`config.mk`:
```
export PLATFORM = sky130hd
export DESIGN_NAME = key_debounce_click_classifier_core_flat
export DESIGN_NICKNAME = d
export VERILOG_FILES = /design/src/rtl/core/kdc_pkg.sv /design/src/rtl/core/kdc_stream_if.sv /design/src/rtl/core/kdc_cfg_regs.sv /design/src/rtl/core/kdc_step.sv /design/src/rtl/core/key_debounce_click_classifier_core.sv /design/src/flat_wrapper.sv
export SDC_FILE = /design/constraint.sdc
export NUM_CORES = 1
export LEC_CHECK = 0
export BUFFER_PORTS_ARGS = -buffer_cell sky130_fd_sc_hd__buf_2
export CAP_MARGIN = 25
export CORE_MARGIN = 2
export CORE_UTILIZATION = 53
export CTS_BUF_LIST = sky130_fd_sc_hd__clkbuf_8
export CTS_CLUSTER_SIZE = 20
export DETAILED_ROUTE_END_ITERATION = 10
export PLACE_DENSITY = 0.71
export SLEW_MARGIN = 25
export SYNTH_ARGS = -nofsm -noshare
export SYNTH_HDL_FRONTEND = slang
export SYNTH_SLANG_ARGS = --single-unit
```
`constraint.sdc`:
```
create_clock -name clk -period 3.5 [get_ports clk]
set_input_delay 0.7 -clock clk [delete_from_list [all_inputs] [get_ports clk]]
set_output_delay 0.7 -clock clk [all_outputs]
set_load 0.01 [all_outputs]
```
`src/rtl/core/kdc_pkg.sv`:
```
// Types, codes and reset constants of the key debounce click classifier.
package kdc_pkg;

	localparam int REG_W    = 16;
	localparam int FLAG_W   = 7;
	localparam int CFG_IDX_W = 4;

	// Operation codes
	localparam logic [1:0] OP_TICK  = 2'd0;
	localparam logic [1:0] OP_CHECK = 2'd1;
	localparam logic [1:0] OP_CLEAR = 2'd2;

	// Register indexes
	localparam logic [CFG_IDX_W-1:0] REG_DEBOUNCE = 4'd0;
	localparam logic [CFG_IDX_W-1:0] REG_DOUBLE   = 4'd1;
	localparam logic [CFG_IDX_W-1:0] REG_LONG     = 4'd2;
	localparam logic [CFG_IDX_W-1:0] REG_REPEAT   = 4'd3;

	// Register reset values
	localparam logic [REG_W-1:0] RST_DEBOUNCE = 16'd20;
	localparam logic [REG_W-1:0] RST_DOUBLE   = 16'd200;
	localparam logic [REG_W-1:0] RST_LONG     = 16'd2000;
	localparam logic [REG_W-1:0] RST_REPEAT   = 16'd100;

	// Click mode codes
	localparam logic [2:0] MODE_WAIT      = 3'd0;
	localparam logic [2:0] MODE_WAIT_LONG = 3'd1;
	localparam logic [2:0] MODE_WAIT_DBL  = 3'd2;
	localparam logic [2:0] MODE_DBL_DONE  = 3'd3;
	localparam logic [2:0] MODE_REPEAT    = 3'd4;

	// Flag bit positions
	localparam int FLAG_HOLD   = 0;
	localparam int FLAG_DOWN   = 1;
	localparam int FLAG_UP     = 2;
	localparam int FLAG_SINGLE = 3;
	localparam int FLAG_DOUBLE = 4;
	localparam int FLAG_LONG   = 5;
	localparam int FLAG_REPEAT = 6;

	localparam logic [FLAG_W-1:0] FLAGS_HOLD_ONLY = 7'b000_0001;

	typedef struct packed {
		logic [1:0]        operation;
		logic              raw_pressed;
		logic [FLAG_W-1:0] check_mask;
	} item_t;

	typedef struct packed {
		logic              check_hit;
		logic [FLAG_W-1:0] event_flags;
	} result_t;

	typedef struct packed {
		logic [CFG_IDX_W-1:0] index;
		logic [REG_W-1:0]     data;
	} cfg_beat_t;

	typedef struct packed {
		logic [REG_W-1:0] debounce_ticks;
		logic [REG_W-1:0] double_window_ticks;
		logic [REG_W-1:0] long_press_ticks;
		logic [REG_W-1:0] repeat_ticks;
	} cfg_regs_t;

endpackage

```
`src/rtl/core/kdc_stream_if.sv`:
```
// Valid/ready channel interface carrying one payload per beat.
interface kdc_stream_if #(
	parameter type payload_t = logic
);
	logic     valid;
	logic     ready;
	payload_t payload;

	modport source (output valid, output payload, input ready);
	modport sink (input valid, input payload, output ready);
endinterface

```
`src/rtl/core/kdc_cfg_regs.sv`:
```
// Configuration register file: four 16-bit timing registers.
module kdc_cfg_regs (
	input  logic                 clk,
	input  logic                 arst_n,
	input  logic                 wr_en,
	input  kdc_pkg::cfg_beat_t   wr_beat,
	output kdc_pkg::cfg_regs_t   regs
);

	kdc_pkg::cfg_regs_t regs_q;

	// Indexed write; indexes beyond the list are dropped
	always_ff @(posedge clk or negedge arst_n) begin
		if (!arst_n) begin
			regs_q.debounce_ticks      <= kdc_pkg::RST_DEBOUNCE;
			regs_q.double_window_ticks <= kdc_pkg::RST_DOUBLE;
			regs_q.long_press_ticks    <= kdc_pkg::RST_LONG;
			regs_q.repeat_ticks        <= kdc_pkg::RST_REPEAT;
		end else if (wr_en) begin
			case (wr_beat.index)
				kdc_pkg::REG_DEBOUNCE: regs_q.debounce_ticks      <= wr_beat.data;
				kdc_pkg::REG_DOUBLE:   regs_q.double_window_ticks <= wr_beat.data;
				kdc_pkg::REG_LONG:     regs_q.long_press_ticks    <= wr_beat.data;
				kdc_pkg::REG_REPEAT:   regs_q.repeat_ticks        <= wr_beat.data;
				default: ;
			endcase
		end
	end

	assign regs = regs_q;

endmodule

```
`src/rtl/core/kdc_step.sv`:
```
// Next-state logic: debounce, click classification and flag check/clear for one item.
module kdc_step #(
	parameter int COUNT_WIDTH = 16
) (
	input  kdc_pkg::item_t                     item,
	input  kdc_pkg::cfg_regs_t                 regs,
	input  logic                               level_q,
	input  logic [2:0]                         mode_q,
	input  logic [COUNT_WIDTH-1:0]             bounce_q,
	input  logic [COUNT_WIDTH-1:0]             window_q,
	input  logic [kdc_pkg::FLAG_W-1:0]         flags_q,
	output logic                               level_d,
	output logic [2:0]                         mode_d,
	output logic [COUNT_WIDTH-1:0]             bounce_d,
	output logic [COUNT_WIDTH-1:0]             window_d,
	output logic [kdc_pkg::FLAG_W-1:0]         flags_d,
	output kdc_pkg::result_t                   result
);

	localparam int CMP_W = (COUNT_WIDTH > kdc_pkg::REG_W) ? COUNT_WIDTH : kdc_pkg::REG_W;
	localparam logic [COUNT_WIDTH-1:0] CNT_MAX = {COUNT_WIDTH{1'b1}};

	logic [COUNT_WIDTH-1:0] bounce_inc;
	logic [COUNT_WIDTH-1:0] window_inc;
	logic                   bounce_done;
	logic                   long_done;
	logic                   dbl_done;
	logic                   rpt_done;
	logic                   hit;

	// Saturating increments and threshold compares
	assign bounce_inc  = (bounce_q == CNT_MAX) ? bounce_q : bounce_q + 1'b1;
	assign window_inc  = (window_q == CNT_MAX) ? window_q : window_q + 1'b1;
	assign bounce_done = CMP_W'(bounce_inc) >= CMP_W'(regs.debounce_ticks);
	assign long_done   = CMP_W'(window_inc) >= CMP_W'(regs.long_press_ticks);
	assign dbl_done    = CMP_W'(window_inc) >= CMP_W'(regs.double_window_ticks);
	assign rpt_done    = CMP_W'(window_inc) >= CMP_W'(regs.repeat_ticks);

	always_comb begin
		level_d  = level_q;
		mode_d   = mode_q;
		bounce_d = bounce_q;
		window_d = window_q;
		flags_d  = flags_q;
		hit      = 1'b0;
		case (item.operation)
			kdc_pkg::OP_TICK: begin
				// debounce run-length counter
				if (item.raw_pressed == level_q) begin
					bounce_d = '0;
				end else begin
					bounce_d = bounce_inc;
					if (bounce_done) begin
						level_d  = item.raw_pressed;
						bounce_d = '0;
						if (item.raw_pressed) begin
							flags_d[kdc_pkg::FLAG_DOWN] = 1'b1;
						end else begin
							flags_d[kdc_pkg::FLAG_UP] = 1'b1;
						end
					end
				end
				flags_d[kdc_pkg::FLAG_HOLD] = level_d;

				// click classifier
				case (mode_q)
					kdc_pkg::MODE_WAIT: begin
						if (level_d) begin
							mode_d   = kdc_pkg::MODE_WAIT_LONG;
							window_d = '0;
						end
					end
					kdc_pkg::MODE_WAIT_LONG: begin
						window_d = window_inc;
						if (!level_d) begin
							mode_d   = kdc_pkg::MODE_WAIT_DBL;
							window_d = '0;
						end else if (long_done) begin
							flags_d[kdc_pkg::FLAG_LONG] = 1'b1;
							mode_d   = kdc_pkg::MODE_REPEAT;
							window_d = '0;
						end
					end
					kdc_pkg::MODE_WAIT_DBL: begin
						window_d = window_inc;
						if (level_d) begin
							flags_d[kdc_pkg::FLAG_DOUBLE] = 1'b1;
							mode_d = kdc_pkg::MODE_DBL_DONE;
						end else if (dbl_done) begin
							flags_d[kdc_pkg::FLAG_SINGLE] = 1'b1;
							mode_d = kdc_pkg::MODE_WAIT;
						end
					end
					kdc_pkg::MODE_DBL_DONE: begin
						if (!level_d) begin
							mode_d = kdc_pkg::MODE_WAIT;
						end
					end
					kdc_pkg::MODE_REPEAT: begin
						window_d = window_inc;
						if (!level_d) begin
							mode_d = kdc_pkg::MODE_WAIT;
						end else if (rpt_done) begin
							flags_d[kdc_pkg::FLAG_REPEAT] = 1'b1;
							window_d = '0;
						end
					end
					default: begin
						mode_d = kdc_pkg::MODE_WAIT;
					end
				endcase
			end
			kdc_pkg::OP_CHECK: begin
				// hit consumes the masked flags unless only hold is set
				if (|(flags_q & item.check_mask)) begin
					hit = 1'b1;
					if (flags_q != kdc_pkg::FLAGS_HOLD_ONLY) begin
						flags_d = flags_q & ~item.check_mask;
					end
				end
			end
			kdc_pkg::OP_CLEAR: begin
				flags_d = '0;
			end
			default: ;
		endcase
	end

	assign result.check_hit   = hit;
	assign result.event_flags = flags_d;

endmodule

```
`src/rtl/core/key_debounce_click_classifier_core.sv`:
```
// An accepted item beat goes through the item and result registers.
// Throughput: one item per cycle, sustained while result beats are taken;
// the per-item state update is one combinational pass between the item
// register and the result register. Config writes are registered.
// Reset (arst_n low): released level, waiting mode, counters and flags zero,
// timing registers at 20/200/2000/100 ticks, both pipeline stages empty.
module key_debounce_click_classifier_core #(
	parameter int COUNT_WIDTH = 16
) (
	input  logic            clk,
	input  logic            arst_n,
	kdc_stream_if.sink      item_in,
	kdc_stream_if.source    result_out,
	kdc_stream_if.sink      cfg_wr
);

	kdc_pkg::cfg_regs_t regs;

	kdc_pkg::item_t   item_s1;
	logic             valid_s1;
	kdc_pkg::result_t result_s2;
	logic             valid_s2;
	logic             advance;

	logic                         level_q;
	logic [2:0]                   mode_q;
	logic [COUNT_WIDTH-1:0]       bounce_q;
	logic [COUNT_WIDTH-1:0]       window_q;
	logic [kdc_pkg::FLAG_W-1:0]   flags_q;

	logic                         level_d;
	logic [2:0]                   mode_d;
	logic [COUNT_WIDTH-1:0]       bounce_d;
	logic [COUNT_WIDTH-1:0]       window_d;
	logic [kdc_pkg::FLAG_W-1:0]   flags_d;
	kdc_pkg::result_t             result_d;

	// Configuration port, always ready
	assign cfg_wr.ready = 1'b1;

	kdc_cfg_regs u_cfg (
		.clk     (clk),
		.arst_n  (arst_n),
		.wr_en   (cfg_wr.valid),
		.wr_beat (cfg_wr.payload),
		.regs    (regs)
	);

	// Handshake: stage 1 moves on when the result register is free or drains
	assign advance       = valid_s1 && (!valid_s2 || result_out.ready);
	assign item_in.ready = !valid_s1 || advance;

	// Input register
	always_ff @(posedge clk or negedge arst_n) begin
		if (!arst_n) begin
			valid_s1 <= 1'b0;
		end else if (item_in.ready) begin
			valid_s1 <= item_in.valid;
		end
	end

	always_ff @(posedge clk) begin
		if (item_in.ready && item_in.valid) begin
			item_s1 <= item_in.payload;
		end
	end

	kdc_step #(
		.COUNT_WIDTH (COUNT_WIDTH)
	) u_step (
		.item     (item_s1),
		.regs     (regs),
		.level_q  (level_q),
		.mode_q   (mode_q),
		.bounce_q (bounce_q),
		.window_q (window_q),
		.flags_q  (flags_q),
		.level_d  (level_d),
		.mode_d   (mode_d),
		.bounce_d (bounce_d),
		.window_d (window_d),
		.flags_d  (flags_d),
		.result   (result_d)
	);

	// Block state, committed when the item moves into the result register
	always_ff @(posedge clk or negedge arst_n) begin
		if (!arst_n) begin
			level_q  <= 1'b0;
			mode_q   <= kdc_pkg::MODE_WAIT;
			bounce_q <= '0;
			window_q <= '0;
			flags_q  <= '0;
		end else if (advance) begin
			level_q  <= level_d;
			mode_q   <= mode_d;
			bounce_q <= bounce_d;
			window_q <= window_d;
			flags_q  <= flags_d;
		end
	end

	// Result register
	always_ff @(posedge clk or negedge arst_n) begin
		if (!arst_n) begin
			valid_s2 <= 1'b0;
		end else if (advance) begin
			valid_s2 <= 1'b1;
		end else if (result_out.ready) begin
			valid_s2 <= 1'b0;
		end
	end

	always_ff @(posedge clk) begin
		if (advance) begin
			result_s2 <= result_d;
		end
	end

	assign result_out.valid   = valid_s2;
	assign result_out.payload = result_s2;

endmodule

```
`src/flat_wrapper.sv`:
```
// flat-port wrapper written by rule: the top's interface ports become plain ports
module key_debounce_click_classifier_core_flat 
#(
	parameter int COUNT_WIDTH = 16
)
  (clk, arst_n, item_in_valid, item_in_payload, item_in_ready, result_out_valid, result_out_payload, result_out_ready, cfg_wr_valid, cfg_wr_payload, cfg_wr_ready);
  kdc_stream_if item_in_i ();
  kdc_stream_if result_out_i ();
  kdc_stream_if cfg_wr_i ();
  input  logic clk;
  input  logic arst_n;
  input wire logic [$bits(item_in_i.valid)-1:0] item_in_valid;
  input wire logic [$bits(item_in_i.payload)-1:0] item_in_payload;
  output wire logic [$bits(item_in_i.ready)-1:0] item_in_ready;
  output wire logic [$bits(result_out_i.valid)-1:0] result_out_valid;
  output wire logic [$bits(result_out_i.payload)-1:0] result_out_payload;
  input wire logic [$bits(result_out_i.ready)-1:0] result_out_ready;
  input wire logic [$bits(cfg_wr_i.valid)-1:0] cfg_wr_valid;
  input wire logic [$bits(cfg_wr_i.payload)-1:0] cfg_wr_payload;
  output wire logic [$bits(cfg_wr_i.ready)-1:0] cfg_wr_ready;
  assign item_in_i.valid = item_in_valid;
  assign item_in_i.payload = item_in_payload;
  assign item_in_ready = item_in_i.ready;
  assign result_out_valid = result_out_i.valid;
  assign result_out_payload = result_out_i.payload;
  assign result_out_i.ready = result_out_ready;
  assign cfg_wr_i.valid = cfg_wr_valid;
  assign cfg_wr_i.payload = cfg_wr_payload;
  assign cfg_wr_ready = cfg_wr_i.ready;
  key_debounce_click_classifier_core #(.COUNT_WIDTH(COUNT_WIDTH)) u_core (.clk(clk), .arst_n(arst_n), .item_in(item_in_i), .result_out(result_out_i), .cfg_wr(cfg_wr_i));
endmodule
```
After elaboration in Yosys (flattened, before gate mapping). Index checks and enable logic that the tools add are counted.

Flip-flop bits (word level): 23. Word-level logic and storage cells: 22.

Muxes and demuxes: 7. Add/subtract/negate cells: 1. Equal/unequal tests: 1. Order comparisons: 1. Reductions and logical operators: 6.

Operators by type and width (count): 2-to-1 mux 16 bit (3); adder 16 x 1 -> 16 bit (second input constant) (1); equality test 16 bit (second input constant) (1); greater-or-equal comparator 16 x 5 -> 1 bit (1); 2-to-1 mux 1 bit (4); logical NOT 1 bit (2); logical OR 1 bit (2); nonzero test 2 bit (1); logical AND 1 bit (1).

Longest topological paths before layout.
Depth in word-level cells: 5. Depth in mapped cells: 12. Gate-level depth less buffers: 11.

Cells and area by module. From an unflattened synthesis, not the netlist that was laid out.

Cell total of the unflattened synthesis: 721. Area total of the unflattened synthesis: 7574.8 sq um.

By module, submodules not included: kdc_step (cells each 478, times used 1, area each 3174.3 sq um, seq. area each 0.0 sq um); kdc_cfg_regs (cells each 139, times used 1, area each 2468.6 sq um, seq. area each 1619.1 sq um); key_debounce_click_classifier_core (cells each 104, times used 1, area each 1931.9 sq um, seq. area each 1186.1 sq um).

Worst setup path before layout. Ideal clock, no wire load.

Path kind: flip-flop to flip-flop. Start point: reg u_core.bounce_q[0]. End point: reg u_core.result_s2 (netlist bit u_core.result_out.payload), data pin. Path slack: 0.571 ns. Data arrival time: 2.772 ns. Data required time: 3.343 ns. Buffers on the path: 1. Cell stages (with the launch flop): 12. Clock period less this slack: 2.929 ns. Setup time: 0.157 ns. Cells stage by stage: dfrtp_1 -> ha_1 -> nand4_1 -> or4_4 -> buf_6 -> nand4_1 -> xnor2_1 -> ha_1 -> nor4b_1 -> o2111ai_1 -> or4b_1 -> nor3_1.

Cells in the longest elaborated chain, start to end: 5. Elaborated cells on any way between the ends: 6. Classes of those cells: add/sub: 1; order compare: 1; eq/ne: 1; mux: 3.

RTL lines: start, declared (RTL line key_debounce_click_classifier_core.sv:27) `logic [COUNT_WIDTH-1:0] bounce_q;`; start signal, assigned (RTL line key_debounce_click_classifier_core.sv:97) `bounce_q <= bounce_d;`; adder 16 x 1 -> 16 bit / equality test 16 bit (equally long branches) (RTL line kdc_step.sv:32) `assign bounce_inc = (bounce_q == CNT_MAX) ? bounce_q : bounce_q + 1'b1;`; 2-to-1 mux 16 bit * (RTL line kdc_step.sv:32); greater-or-equal comparator 16 x 5 -> 1 bit * (RTL line kdc_step.sv:34) `assign bounce_done = CMP_W'(bounce_inc) >= CMP_W'(regs.debounce_ticks);`; 2-to-1 mux 1 bit * (RTL line kdc_step.sv:53) `if (bounce_done) begin`; 2-to-1 mux 1 bit * (RTL line kdc_step.sv:49) `if (item.raw_pressed == level_q) begin`; via u_core.flags_d (one bit) (RTL line key_debounce_click_classifier_core.sv:35) `logic [kdc_pkg::FLAG_W-1:0] flags_d;`; end signal, assigned (RTL line key_debounce_click_classifier_core.sv:116) `result_s2 <= result_d;`; end, declared (RTL line key_debounce_click_classifier_core.sv:21) `kdc_pkg::result_t result_s2;`.

The timed path passes the listed nets; every way through them passes the cells marked *. A chain may end at the register's enable or synchronous reset.

Final worst setup path.
Start point: reg u_core.bounce_q[1]. End point: reg u_core.result_s2 (netlist bit u_core.result_out.payload), data pin.

Same word-level chain as after synthesis.

==> results by group <==
STA
  • Max-slew violation count: 0
  • Period Utilization, post-route: 96.3%
  • Endpoints failing setup: 0
  • Final setup skew: 0.00252 ns
  • Final-report hold violation count: 0
  • Worst rel slew slack: 59.9%
  • Setup TNS: 0 ns
  • Fmax: 0.297 GHz
  • Worst slew pin tran: 0.600 ns
  • Post-layout min period: 3.37 ns

Synthesis
  • Syn Inst Count: 130
  • Syn_nets: 141
  • Most common cell in the netlist: dfrtp_1
  • Synth top area cells: dfrtp_1 40%, and2_1 4.9%, nand2_1 4.5%
  • Post-synth EDFFs: 1
  • Synth warn: 0
  • Post-synth top area share: 39.6%
  • Commonest cells post-synth: 20 x dfrtp_1, 15 x nand2_1, 10 x and2_1
  • Post-synth top area cell: dfrtp_1
  • Post-Syn Area per Cell: 9.73 sq um
  • Yosys cell types: 48
  • Synth Register Bits: 22
  • Post-synth top flop: dfrtp_1
  • Async set-reset flop share out of synthesis: 95.5%
  • Mapped cell area: 1260 sq um
  • Seq/Total Area, Yosys: 44.0%

Floorplanning
  • Core ar.: 2230 sq um
  • FP Rows: 17
  • Total die area: 2790 sq um
  • Die H: 52.9 microns
  • Die span in x: 52.9 microns
  • I/O pin count: 11
  • Starting Density: 56.6%

Placement
  • GP Congestion: 0.864
  • Dpl cells: 160
  • Port-buffer cells: 8
  • Post-DP HPWL: 1.68 mm

Hold path
  • Hold Path Class: input pin to async pin

Drt
  • Antenna Nets Post-Route: 0
  • TritonRoute pass-1 iters: 4
  • Vias: 1004
  • DRC viols: 0
  • Final WL: 2.53 mm
  • Vias per inst: 6.01
  • Per-cell routed wire length: 15.1 microns
  • DRT iter0 DRCs: 43

Worst setup path
  • Crit. End Element: flip-flop
  • Crit path kind: flip-flop to flip-flop
  • CP startpoint kind: flip-flop
  • Worst reg-to-reg setup slack: 0.13 ns
  • CP arrival: 3.47 ns
  • Worst-path fanout max: 6
  • Critical Path RT: 3.60 ns

Global route
  • Largest net degree at the start of global routing: 22
  • Global route overflow: 0
  • Initial antenna violation count: 0
  • Vias in the first global route: 950
  • First-pass GRT wire length: 4.31 mm
  • Total track usage: 21.7%

Run
  • Max cap viols: 0

Clock tree
  • Clk slew on worst S/H paths: 0.08 ns
  • CTS Hold Bufs: 0
  • Clock buffer depth: 2
  • CTS Root Cell: clkbuf_8
  • H-tree Lvls: 1
  • Num CTS Buffers: 3
  • Clk Latency, worst-skew pair: 0.27 ns
  • CTS tree: done
  • Clock sinks: 22

Layout
  • Area grow syn2layout: 11.6%
  • Layout cells sized above 1: 22.3%
  • Nets: 151
  • # diodes: 0
  • Post-Layout Cell Count: 167
  • # fillers: 195

Power
  • Cell Pwr Density: 372 nW/um^2
  • VDD IR max: 0.420 mV
  • LEAKAGE: 0.610 nW

Status
  • Outcome: finished clean
## metal layers
layer	routed length, microns	vias up	global-route usage, %	share of wire [%]
met2	1210	42	35.2	48
met1	1110	471	28.2	44
met3	135	9	3.39	5.3
li1	-	482	-	-
met5	0	-	0	0
met4	70	0	10.7	2.8
## repair_timing
item                                   in CTS  in global routing
setup buffers                               0                  3
endpoints found under the hold margin       0                  0
setup endpoints to repair                   0                  1
resized for setup                           0                  3
## layout make-up
type                            instances  area (sq um)  share of cell area [%]
Multi-Input combinational cell         98           666                    47.2
Clock buffer                            3          41.3                    2.93
Inverter                                3          11.3                   0.798
Clock inverter                          1          30.0                    2.13
Timing Repair Buffer                   12          70.1                    4.96
Sequential cell                        22           558                    39.5
Tap cell                               28          35.0                    2.48
## kinds of logic (layout without fill, tap and decap cells)
| kind of cell | Yosys count | in the layout | synth area share, % |
|---|---|---|---|
| other cells | 1 | 1 | 0.296 |
| flops | 22 | 22 | 44.0 |
| mux | 1 | 1 | 0.890 |
| fa+ha+maj | 4 | 4 | 3.96 |
| compound gates | 17 | 17 | 10.1 |
| xor+xnor | 5 | 5 | 3.46 |
| buf+inv | 10 | 19 | 4.35 |
| simple gates | 70 | 70 | 32.9 |
## through the flow
stage / instance area [sq um] / hold WS [ns] / total power [W] / util, % / worst slack (ns)
final: 1410 / 0.371 / 0.000525 / 63.2 / 0.131
after global routing: 1410 / 0.406 / 0.000541 / 63.2 / -0.0442
after CTS: 1380 / 0.393 / 0.000528 / 61.6 / 0.209
after detailed placement: 1300 / 0.479 / 0.000292 / 58.4 / 0.250
after global placement: 1300 / 0.470 / 0.000291 / 58.4 / 0.314
after floorplan: 1260 / 0.404 / 0.000280 / - / 0.571
## worst max-delay path, stage by stage (launching register included)
cell       delay, ns
dfrtp_1         0.40
ha_1            0.23
nand4_1         0.27
or4_4           0.64
nand4_1         0.13
xnor2_1         0.11
ha_1            0.22
nor4b_2         0.27
o2111ai_2       0.22
or4b_1          0.50
nor3_1          0.22
## registers in the layout (all words and copies together), names as in the netlist
| register | count |
|---|---|
| u_core.valid_s1 | 1 |
| u_core.result_out.valid | 1 |
| u_core.result_out.payload | 1 |
| u_core.bounce_q | 16 |
| u_core.level_q | 1 |
| u_core.u_cfg.regs | 2 |
## where the power goes
part           switching (W)  total (W)  internal [W]
Sequential        0.00000199   0.000261      0.000259
Clock              0.0000862   0.000239      0.000153
Combinational      0.0000169  0.0000244    0.00000750
## final timing paths
path                       cells past startpoint                         to          startpoint
setup / recovery                              10  u_core.result_out.payload  u_core.bounce_q[1]
hold / removal                                 1         u_core.bounce_q[6]              arst_n
setup reg to reg                              10  u_core.result_out.payload  u_core.bounce_q[1]
hold reg to reg                                1    u_core.result_out.valid     u_core.valid_s1
max in group asynchronous                      1      u_core.u_cfg.regs[50]              arst_n
min in group clk                               1    u_core.result_out.valid     u_core.valid_s1
## layout by cell type (no fill, tap or decap), drive strengths merged, types with 2 or more instances in the layout
cell and n:
nand2b 3, dfrtp 20, ha 4, or2 2, nand2 17, nor4 3
nor3 4, nor2 7, xnor2 4, and3 3, a211oi 2, or4 2
clkbuf 3, a31oi 3, inv 3, buf 12, and2 10, o21ai 4
nand3 5, nand4 7
No activity file was read; power rests on OpenSTA's default activity.
